### config.mk
export PLATFORM = sky130hd
export DESIGN_NAME = wrh_ctrl
export DESIGN_NICKNAME = d
export VERILOG_FILES = /design/src/rtl/core/wrh_pkg.sv /design/src/rtl/core/wrh_ctrl.sv
export SDC_FILE = /design/constraint.sdc
export NUM_CORES = 1
export LEC_CHECK = 0
export BUFFER_PORTS_ARGS = -buffer_cell sky130_fd_sc_hd__clkbuf_2
export CAP_MARGIN = 20
export CORE_AREA = 5 5 55 57
export DETAILED_ROUTE_END_ITERATION = 8
export DIE_AREA = 0 0 60 62
export GPL_TIMING_DRIVEN = 0
export HOLD_SLACK_MARGIN = 0.15
export PLACE_DENSITY = 0.53
export SYNTH_ARGS = -nofsm -noshare
export SYNTH_HDL_FRONTEND = slang
export SYNTH_SLANG_ARGS = --single-unit
### constraint.sdc
create_clock -name clk -period 1.9 [get_ports clk]
set_input_delay 0.475 -clock clk [delete_from_list [all_inputs] [get_ports clk]]
set_output_delay 0.475 -clock clk [all_outputs]
set_load 0.02 [all_outputs]
### src/rtl/core/wrh_pkg.sv
// ----------------------------------------------------------------------------
// wrh_pkg
// Shared types, constants and the arctangent table of the wind rose histogram.
// ----------------------------------------------------------------------------
package wrh_pkg;

    localparam int CORDIC_STEPS = 28;
    localparam int STEP_W       = 5;
    localparam int NUM_EDGES    = 5;
    localparam int EDGE_W       = 16;
    localparam int CFG_IDX_W    = 3;
    localparam int FIELD_W      = 16;

    // register indexes of the configuration port
    localparam logic [CFG_IDX_W-1:0] REG_EDGE_ONE   = 3'd0;
    localparam logic [CFG_IDX_W-1:0] REG_EDGE_TWO   = 3'd1;
    localparam logic [CFG_IDX_W-1:0] REG_EDGE_THREE = 3'd2;
    localparam logic [CFG_IDX_W-1:0] REG_EDGE_FOUR  = 3'd3;
    localparam logic [CFG_IDX_W-1:0] REG_EDGE_FIVE  = 3'd4;

    localparam logic [STEP_W-1:0] LAST_STEP = 5'd27;

    typedef struct packed {
        logic signed [15:0] east_velocity;
        logic signed [15:0] north_velocity;
        logic               no_data;
        logic               last_sample;
    } sample_t;

    typedef struct packed {
        logic [3:0]  direction_index;
        logic [15:0] count_bin_zero;
        logic [15:0] count_bin_one;
        logic [15:0] count_bin_two;
        logic [15:0] count_bin_three;
        logic [15:0] count_bin_four;
        logic [15:0] count_bin_five;
        logic [15:0] direction_total;
        logic [15:0] grand_total;
        logic [15:0] no_data_total;
        logic [15:0] calm_total;
        logic        last_result;
    } result_t;

    typedef struct packed {
        logic              load;
        logic              step;
        logic [STEP_W-1:0] step_idx;
        logic              dir_calc;
        logic              mem_read;
        logic              mem_write;
        logic              emit_read;
        logic              emit_out;
        logic              emit_final;
    } cmd_t;

    typedef struct packed {
        logic in_skip;
        logic in_last;
        logic last;
    } status_t;

    // atan(2^-i) in binary angle units, 2^32 per turn
    function automatic logic [31:0] atan_turn(input logic [STEP_W-1:0] i);
        logic [31:0] t;
        begin
            unique case (i)
                5'd0:  t = 32'h20000000;
                5'd1:  t = 32'h12E4051E;
                5'd2:  t = 32'h09FB385B;
                5'd3:  t = 32'h051111D4;
                5'd4:  t = 32'h028B0D43;
                5'd5:  t = 32'h0145D7E1;
                5'd6:  t = 32'h00A2F61E;
                5'd7:  t = 32'h00517C55;
                5'd8:  t = 32'h0028BE53;
                5'd9:  t = 32'h00145F2F;
                5'd10: t = 32'h000A2F98;
                5'd11: t = 32'h000517CC;
                5'd12: t = 32'h00028BE6;
                5'd13: t = 32'h000145F3;
                5'd14: t = 32'h0000A2F9;
                5'd15: t = 32'h0000517D;
                5'd16: t = 32'h000028BE;
                5'd17: t = 32'h0000145F;
                5'd18: t = 32'h00000A30;
                5'd19: t = 32'h00000518;
                5'd20: t = 32'h0000028C;
                5'd21: t = 32'h00000146;
                5'd22: t = 32'h000000A3;
                5'd23: t = 32'h00000051;
                5'd24: t = 32'h00000029;
                5'd25: t = 32'h00000014;
                5'd26: t = 32'h0000000A;
                5'd27: t = 32'h00000005;
                default: t = 32'h0;
            endcase
            return t;
        end
    endfunction

endpackage

### src/rtl/core/wrh_ctrl.sv
// ----------------------------------------------------------------------------
// wrh_ctrl
// Sequencer: sample load, angle iterations, count update and frame emission.
// ----------------------------------------------------------------------------
module wrh_ctrl #(
    parameter int DIRECTION_BINS = 16
) (
    input  logic                              clk,
    input  logic                              rst_n,
    input  logic                              start,
    input  wrh_pkg::status_t                  status,
    output wrh_pkg::cmd_t                     cmd,
    output logic [$clog2(DIRECTION_BINS)-1:0] emit_idx,
    output logic                              busy
);

    localparam int DW = $clog2(DIRECTION_BINS);
    localparam logic [DW-1:0] LAST_DIR = DW'(DIRECTION_BINS - 1);

    localparam logic [2:0] ST_IDLE = 3'd0;
    localparam logic [2:0] ST_CORD = 3'd1;
    localparam logic [2:0] ST_DIR  = 3'd2;
    localparam logic [2:0] ST_RD   = 3'd3;
    localparam logic [2:0] ST_WR   = 3'd4;
    localparam logic [2:0] ST_ERD  = 3'd5;
    localparam logic [2:0] ST_EOUT = 3'd6;

    logic [2:0]                   state_reg, state_next;
    logic [wrh_pkg::STEP_W-1:0]   step_reg, step_next;
    logic [DW-1:0]                emit_reg, emit_next;

    always_ff @(posedge clk or negedge rst_n)
    begin
        if (!rst_n)
        begin
            state_reg <= ST_IDLE;
            step_reg  <= '0;
            emit_reg  <= '0;
        end
        else
        begin
            state_reg <= state_next;
            step_reg  <= step_next;
            emit_reg  <= emit_next;
        end
    end

    always_comb
    begin
        state_next = state_reg;
        step_next  = step_reg;
        emit_next  = emit_reg;
        cmd        = '0;
        cmd.step_idx = step_reg;
        unique case (state_reg)
            ST_IDLE:
            begin
                if (start)
                begin
                    cmd.load  = 1'b1;
                    step_next = '0;
                    emit_next = '0;
                    if (!status.in_skip)
                        state_next = ST_CORD;
                    else if (status.in_last)
                        state_next = ST_ERD;
                end
            end
            ST_CORD:
            begin
                cmd.step  = 1'b1;
                step_next = step_reg + 1'b1;
                if (step_reg == wrh_pkg::LAST_STEP)
                    state_next = ST_DIR;
            end
            ST_DIR:
            begin
                cmd.dir_calc = 1'b1;
                state_next   = ST_RD;
            end
            ST_RD:
            begin
                cmd.mem_read = 1'b1;
                state_next   = ST_WR;
            end
            ST_WR:
            begin
                cmd.mem_write = 1'b1;
                state_next    = status.last ? ST_ERD : ST_IDLE;
            end
            ST_ERD:
            begin
                cmd.emit_read = 1'b1;
                state_next    = ST_EOUT;
            end
            ST_EOUT:
            begin
                cmd.emit_out = 1'b1;
                if (emit_reg == LAST_DIR)
                begin
                    cmd.emit_final = 1'b1;
                    state_next     = ST_IDLE;
                end
                else
                begin
                    emit_next  = emit_reg + 1'b1;
                    state_next = ST_ERD;
                end
            end
            default:
            begin
                state_next = ST_IDLE;
            end
        endcase
    end

    assign emit_idx = emit_reg;
    assign busy     = (state_reg != ST_IDLE);

endmodule

**Yosys cells after proc, flatten, opt, wreduce, memory -nomap -nowiden**

Index checks and enable logic that the tools add are counted.

- Word-level logic and storage cells: 45
- Input port bits: 6
- ROM bits: 0
- Memories: 0
- Latch bits: 0
- Bits in writable memories: 0
- Output and inout bits: 18
- Flip-flop bits (word level): 12

- Div/mod/pow operators: 0
- Reductions and logical operators: 7
- Add/subtract/negate cells: 2
- Mux-type cells: 21
- Bitwise logic cells: 0
- Equal/unequal tests: 12
- $lt $le $gt $ge: 0
- Multiply operators: 0
- Shift operators: 0

Operators by type and width:

| operator | count |
|---|---|
| $pmux 3 s7 | 1 |
| $mux 3 | 6 |
| $pmux 5 s2 | 1 |
| $eq 3x3->1 const B | 3 |
| $mux 1 | 8 |
| $mux 4 | 2 |
| $pmux 4 s2 | 1 |
| $eq 3x2->1 const B | 2 |
| $ne 2x2->1 const B | 3 |
| $reduce_and 3->1 | 2 |
| $add 5x1->5 const B | 1 |
| $eq 5x5->1 const B | 1 |
| $mux 5 | 1 |
| $add 4x1->4 const B | 1 |
| $eq 4x4->1 const B | 1 |
| $reduce_bool 2->1 | 2 |
| $eq 3x1->1 const B | 1 |
| $logic_not 3->1 | 1 |
| $ne 3x3->1 const B | 1 |
| $reduce_bool 3->1 | 1 |
| $mux 2 | 1 |
| $reduce_and 2->1 | 1 |

**Logic depth before layout (Yosys ltp)**

Gate-level depths: netlist (run 1).

- Depth in word-level cells: 4
- Mapped depth: 6
- Mapped depth without buffers: 5

**Worst setup path before layout (run 1)**

Ideal clock, no wire load.

- Path kind: register to output
- Start point: reg emit_reg[0] (netlist: emit_idx[0])
- End point: out cmd[0] (netlist name)
- Buffers on the path: 0
- Slack: 0.156 ns
- Required time: 1.425 ns
- Stages on the path, launching flop included: 4
- Arrival time: 1.269 ns
- Path through: dfrtp_1 > ha_1 > nand3_1 > nor3_1

RTL lines:

| element | RTL line | source |
|---|---|---|
| start, declared | wrh_ctrl.sv:30 | `logic [DW-1:0] emit_reg, emit_next;` |
| start signal, assigned | wrh_ctrl.sv:44 | `emit_reg <= emit_next;` |
| end, declared | wrh_ctrl.sv:12 | `output wrh_pkg::cmd_t cmd,` |

==> metrics.md, run 1 <==
| Metric | Value |
|---|---|
| Htree depth | `1` |
| Average instance area after synthesis | `a little under 9 um2` |
| Die Outline Area | `between 3000 and 4000 um2` |
| Worst endpoint required time | `approximately 1400 ps` |
| Die width | `approximately 60 um` |
| Top-area cell type share of the netlist area | `roughly 42%` |
| Tightest Pin Transition | `~320 ps` |
| TritonCTS sink count | `12` |
| Clock Pin Slew Worst Setup and Hold Paths | `80 ps` |
| Most common library cells after synthesis | `sky130_fd_sc_hd__dfrtp_1 (12), sky130_fd_sc_hd__nand2_1 (10), sky130_fd_sc_hd__nand3_1 (8)` |
| CTS root buffer | `sky130_fd_sc_hd__clkbuf_4` |
| EDFF count, synth | `0` |
| Pre-antenna DRT Iters | `4` |
| Cell type contributing the most total cell area after synthesis | `sky130_fd_sc_hd__dfrtp_1` |
| Yosys warnings | `0` |
| Total wirelength of the detailed-routed design | `between 1500 and 2000 um` |
| Via count | `approximately 690` |
| Buffers from clock root to sink, at most | `2` |
| Status | `complete, no violations` |
| TritonCTS clock tree | `built` |
| Detailed placer's ending HPWL | `about 1200 um` |
| DRC | `0` |
| Worst min path class | `reg -> reg` |
| Ordered list of cells on the worst path | `buf_6, or3b_4, inv_4, buf_8` |
| Final Critical Period | `1850 ps` |
| Final #Nets | `about 130` |
| Number of inserted diodes | `0` |
| Global-route total usage across every layer | `about a tenth` |
| Setup WS pre-CTS | `roughly 170 ps` |
| Final setup violation count | `0` |
| # fillers | `roughly 270` |
| Ranking of synthesized cells by area | `sky130_fd_sc_hd__dfrtp_1 (42%), sky130_fd_sc_hd__nand3_1 (5.6%), sky130_fd_sc_hd__nand2_1 (5.3%), sky130_fd_sc_hd__buf_6 (4.7%), sky130_fd_sc_hd__a21oi_1 (4.2%)` |
| Most numerous cell in the Yosys netlist | `sky130_fd_sc_hd__dfrtp_1` |
| Worst slew margin relative to its limit | `78.8%` |
| Number of endpoints with negative hold slack in the final report | `0` |
| Async S/R FF share, synth | `100%` |
| Final cell utilization of the core | `between 40% and 50%` |
| Number of design-rule violations left by the first detailed-router iteration | `12` |
| Routed WL per cell | `12.0 um` |
| Number of flip-flops under the largest register name | `5` |
| Vias in the first global route | `around 650` |
| Max Fanout on Critical Path | `7` |
| PortBufs | `23` |
| Period utilisation layout | `97.5%` |
| MaxCap Viol Count | `0` |
| Library cells used by synthesis | `25` |
| Area growth from synthesis to layout | `44.2%` |
| Vias per inst | `between 4 and 5` |
| Die height | `between 60 and 70 um` |
| Fraction of final layout cells sized beyond drive strength 1 | `roughly 45%` |
| Cell area after technology mapping | `about 700 um2` |
| Top Ports | `24` |
| First-pass GRT wire length | `2900 um` |
| Maximum cell stage delay along the critical path | `between 400 and 500 ps` |
| Sequential element share of the synthesized area | `a little over two fifths` |
| Final worst clock skew | `4.34 ps` |
| GPL Wtd Cong | `~0.69` |
| Power density relative to cell area | `between 1500 and 2000 nW/um2` |
| DP Area | `about 870 um2` |
| Final slew viol count | `0` |
| Largest net degree at the start of global routing | `13` |
| Highest ir drop seen on vdd | `roughly 0.00074 V` |
| Final ANT Viol Nets | `0` |
| Initial core utilization | `between 20% and 30%` |
| Row count | `18` |
| Final instance area | `about 1000 um2` |
| Dominant register cell in the synthesized netlist | `sky130_fd_sc_hd__dfrtp_1` |
| Worst setup path category | `reg -> out` |
| Nature of the critical path startpoint | `flip-flop` |
| Setup slack of the critical path after layout | `47.1 ps` |
| Max stage delay cell, worst path | `sky130_fd_sc_hd__or3b_4` |
| Static leakage power | `~0.54 nW` |
| Clock buffers created by TritonCTS | `3` |
| Initial antenna violation count | `0` |
| Timing-limited maximum frequency | `roughly 540 MHz` |
| RSZ-0062 raised after global routing | `yes` |
| Clock Latency Late Sink | `around 270 ps` |
| Flip-flop and latch count after synthesis | `12` |
| Arrival time at the worst endpoint | `roughly 1400 ps` |
| Synthesized netlist cell count | `~80` |
| Net Count, Synth | `between 80 and 90` |
| Gr ovfl total | `0` |
| Area of the core region | `between 2000 and 2500 um2` |
| Worst-case hold slack | `517 ps` |
| Endpoint kind of the worst setup timing path | `primary output` |
cell families (layout without fill, tap and decap cells):
logic type      count (synthesis)  in the layout  share of synthesized area [%]
simple gates                   36             36                           26.5
compound gates                 16             16                           12.5
flops                          12             12                           42.1
buf+inv                        10             48                           8.95
xor+xnor                        3              3                           3.68
fa+ha+maj                       2              2                           3.51
mux                             2              2                           2.81
layout by cell type, fill, tap and decap left out, drive strengths merged, types with 2 or more instances in the layout:
cell type and instances:
o21ai 7, nand2 11, ha 2, nand2b 2, a21oi 6, inv 6, o22ai 2, dfrtp 12
buf 19, mux2i 2, nor2 6, nor3 3, nand3 8, clkbuf 22, xor2 3
what timing repair did:
action / in CTS / in global routing
gates resized for setup: 6 / 12
endpoints found under the setup margin: 2 / 5
hold buffers: 1 / 0
pin swaps: 2 / 3
buffers inserted: 5 / 5
endpoints found under the hold margin: 12 / 0
stage by stage:
stage          power (W)  setup TNS [ps]  instances
6_report         0.00174               0        149
2_1_floorplan    0.00106               0         81
3_5_place_dp     0.00130               0        134
4_1_cts          0.00164               0        144
5_1_grt          0.00187           -12.9        149
3_3_place_gp     0.00128               0        134
routing by layer:
| layer | track usage (%) | vias up | share of wire [%] |
|---|---|---|---|
| met1 | 14.4 | 312 | 50 |
| li1 | - | 352 | - |
| met5 | 0 | - | 0 |
| met2 | 16.0 | 20 | 43 |
| met4 | 4.75 | 0 | 0.50 |
| met3 | 1.86 | 2 | 6.9 |
worst paths after layout:
kind                       cells past startpoint    startpoint          end  slack, ps
max reg2reg                                    6  state_reg[1]  step_reg[2]        380
min in group asynchronous                      2         rst_n  step_reg[3]        620
max                                            4  state_reg[1]      cmd[11]         50
max in group asynchronous                      2         rst_n  emit_idx[0]       1020
min reg2reg                                    1   emit_idx[3]  emit_idx[3]        520
min                                            1   emit_idx[3]  emit_idx[3]        520
report_power, final:
part	internal [W]	total, W	switching, W
clock	0.000116	0.000209	0.0000926
sequential	0.000355	0.000451	0.0000964
combinational	0.000496	0.00108	0.000582
final cells by class:
type	instances	area [um2]	share of cell area [%]
plain buffers	4	45.0	4.38
clock buffers	4	36.3	3.53
inverters	6	25.0	2.43
multi-input cells	59	368	35.8
flip-flops and latches	12	302	29.3
well taps	30	37.5	3.65
repair buffers	34	215	20.9
worst max-delay path, delay by kind of cell, from the launching register on:
| kind | cells | cell delay [ps] |
|---|---|---|
| DFF | 1 | 380 |
| and+or+nand+nor | 1 | 410 |
| buffers and inverters | 3 | 310 |
Note: power is estimated with default switching activity, not from simulation.
==> run 2, diff against run 1 <==
- clock period: 1.9 -> 1.99 ns (I/O delays scaled with it)
==> run 2 against run 1 <==
  * Final area decreased by 9.9%
  * Routed wire length down 7.3%
  * Clock skew fell by 3.1 ps
  * Global-route usage decreased by 0.43 points
  * Die area unchanged
==> metrics.md, run 2 (synthesized netlist as in run 1, its figures left out) <==
| Metric | Value |
|---|---|
| Status | `complete, no violations` |
| Max Fanout on Critical Path | `10 (+3)` |
| Top Ports | `24 (unchanged)` |
| Nature of the critical path startpoint | `flip-flop` |
| Final worst clock skew | `1.26 ps (-3.07 ps)` |
| Maximum cell stage delay along the critical path | `410 ps (about the same)` |
| Initial antenna violation count | `0 (unchanged)` |
| Total wirelength of the detailed-routed design | `1660 um (-7.3%)` |
| Endpoint kind of the worst setup timing path | `primary output` |
| DRC | `0 (unchanged)` |
| Ordered list of cells on the worst path | `buf_6, or3b_4, inv_2, buf_4` |
| Final slew viol count | `0 (unchanged)` |
| Worst-case hold slack | `521 ps (+3.98 ps)` |
| Routed WL per cell | `11.9 um (-1.4%)` |
| Die Outline Area | `3720 um2 (unchanged)` |
| Logic pwr share | `57.1% (-4.9 points)` |
| Area growth from synthesis to layout | `30.0%` |
| Final #Nets | `119 (-7.0%)` |
| Switching power share of the total | `46.4% (+2.1 points)` |
| Vias in the first global route | `620 (-4.0%)` |
| Critical path's top delay family | `simple AND/OR/NAND/NOR gates` |
| Number of flip-flops under the largest register name | `5 (unchanged)` |
| Global-route total usage across every layer | `10.0% (-0.43 points)` |
| Die width | `60 um (unchanged)` |
| Final ANT Viol Nets | `0 (unchanged)` |
| Worst endpoint required time | `1490 ps (+70 ps)` |
| Setup TNS | `0 ps (unchanged)` |
| TritonCTS clock tree | `built` |
| Htree depth | `1 (unchanged)` |
| Power density relative to cell area | `1570 nW/um2 (-7.1%)` |
| Net switching component of the power | `0.000676 W (-12%)` |
| Clock Pin Slew Worst Setup and Hold Paths | `80 ps (about the same)` |
| Portion of total power attributed to sequential cells | `29.2% (+3.3 points)` |
| Clock buffers created by TritonCTS | `3 (unchanged)` |
| MaxCap Viol Count | `0 (unchanged)` |
| Worst setup path category | `reg -> out` |
| # fillers | `270 (+0.37%)` |
| PortBufs | `23 (unchanged)` |
| Pre-antenna DRT Iters | `4 (unchanged)` |
| Static leakage power | `0.488 nW (-9.5%)` |
| Max stage delay cell, worst path | `sky130_fd_sc_hd__or3b_4` |
| Timing-limited maximum frequency | `about 520 MHz` |
| Die height | `62 um (unchanged)` |
| RSZ-0062 raised after global routing | `no` |
| Clock Latency Late Sink | `270 ps (about the same)` |
| Count of buffer and inverter cells on the critical path | `3 (unchanged)` |
| Most frequent cells in the layout | `sky130_fd_sc_hd__clkbuf_2 (22), sky130_fd_sc_hd__dfrtp_1 (12), sky130_fd_sc_hd__nand2_1 (10), sky130_fd_sc_hd__nand3_1 (8)` |
| TritonCTS sink count | `12 (unchanged)` |
| Cell-internal power | `0.000779 W (-19%)` |
| Initial core utilization | `29.3% (unchanged)` |
| Worst slew margin relative to its limit | `78.8% (about the same)` |
| Tightest Pin Transition | `319 ps (+1.12 ps)` |
| Clock network fraction of design power | `13.6% (+1.6 points)` |
| Highest ir drop seen on vdd | `0.000650 V (-13%)` |
| Fraction of final layout cells sized beyond drive strength 1 | `37.3% (-8.1 points)` |
| Final setup violation count | `0 (unchanged)` |
| Vias per inst | `4.58 (-0.55%)` |
| Buffers from clock root to sink, at most | `2 (unchanged)` |
| GPL Wtd Cong | `0.688 (unchanged)` |
| Detailed placer's ending HPWL | `1210 um (unchanged)` |
| Gr ovfl total | `0 (unchanged)` |
| First-pass GRT wire length | `2790 um (-3.8%)` |
| Number of endpoints with negative hold slack in the final report | `0 (unchanged)` |
| Most common library cell in the layout ignoring fill and taps | `sky130_fd_sc_hd__clkbuf_2` |
| Period utilisation layout | `between 90% and 100%` |
| Row count | `18 (unchanged)` |
| Number of inserted diodes | `0 (unchanged)` |
| CTS root buffer | `sky130_fd_sc_hd__clkbuf_4` |
| Worst min path class | `reg -> reg` |
| Number of design-rule violations left by the first detailed-router iteration | `7 (-5)` |
| Via count | `641 (-6.6%)` |
| Largest net degree at the start of global routing | `13 (unchanged)` |
| Final Critical Period | `roughly 1900 ps` |
| Area of the core region | `2430 um2 (unchanged)` |
| Arrival time at the worst endpoint | `1410 ps (+30 ps)` |
==> run 2: cell types whose count changed in the layout (fill, tap and decap cells not counted) <==
| cell | change |
|---|---|
| sky130_fd_sc_hd__dfrtp_1 | +1 |
| sky130_fd_sc_hd__buf_6 | -1 |
| sky130_fd_sc_hd__nor3_1 | +1 |
| sky130_fd_sc_hd__clkbuf_2 | +4 |
| sky130_fd_sc_hd__buf_8 | -1 |
| sky130_fd_sc_hd__nor3_4 | -1 |
| sky130_fd_sc_hd__buf_4 | -9 |
| sky130_fd_sc_hd__buf_2 | -2 |
| sky130_fd_sc_hd__inv_4 | -1 |
| sky130_fd_sc_hd__inv_1 | +1 |
| sky130_fd_sc_hd__dfrtp_2 | -1 |
| sky130_fd_sc_hd__nand2_2 | -1 |
| sky130_fd_sc_hd__nand2_1 | +1 |
==> run 2: power groups by stage <==
stage / Sequential (W) / Clock (W) / Combinational (W)
2_1_floorplan: 0.000492 / 0 / 0.000521
3_3_place_gp: 0.000427 / 0 / 0.000798
5_1_grt: 0.000446 / 0.000221 / 0.000914
4_1_cts: 0.000426 / 0.000207 / 0.000829
3_5_place_dp: 0.000432 / 0 / 0.000810
6_report: 0.000425 / 0.000198 / 0.000831
==> run 2: final cells by class <==
class                           count  area (um2)  share of cell area (%)
Sequential cell                    12         300                    32.4
Multi-Input combinational cell     59         354                    38.2
Timing Repair Buffer               25         135                    14.6
Clock buffer                        4        36.3                    3.91
Inverter                            6        22.5                    2.43
Buffer                              4        41.3                    4.45
Tap cell                           30        37.5                    4.05
==> run 2: layer usage <==
metal  GRT usage (%)  vias up  routed length [um]
li1                -      336                   -
met1            14.0      287                 863
met2            15.0       16                 673
met3            1.86        2                 113
met4            4.75        0                   9
met5               0        -                   0
==> run 2: path summary, 6_finish.rpt <==
check                                   from           to  slack (ps)  cells past startpoint
worst max-delay path            state_reg[1]      cmd[11]          80                      4
worst min-delay path             emit_idx[3]  emit_idx[3]         520                      1
worst max register to register  state_reg[1]  step_reg[2]         590                      5
worst min register to register   emit_idx[3]  emit_idx[3]         520                      1
max in group asynchronous              rst_n  emit_idx[1]        1110                      2
min in group asynchronous              rst_n  step_reg[3]         640                      2
==> run 2: through the flow <==
step | total power, W | cell area [um2] | utilization (%) | worst slack, ps | std cells
after floorplan | 0.00101 | 713 | - | 224 | 81
after global placement | 0.00123 | 866 | 35.6 | 257 | 134
after detailed placement | 0.00124 | 866 | 35.6 | 236 | 134
after CTS | 0.00146 | 922 | 37.9 | 2.05 | 140
after global routing | 0.00158 | 927 | 38.1 | 9.34 | 140
final | 0.00145 | 927 | 38.1 | 77.9 | 140
==> run 2: what timing repair did <==
item                                   in CTS  in global routing
buffers inserted                            1                  0
hold buffers                                1                  0
gates resized for setup                     1                  3
endpoints found under the hold margin      12                  0
pin swaps                                   1                  0
cloned                                      0                  0
setup endpoints to repair                   2                  2
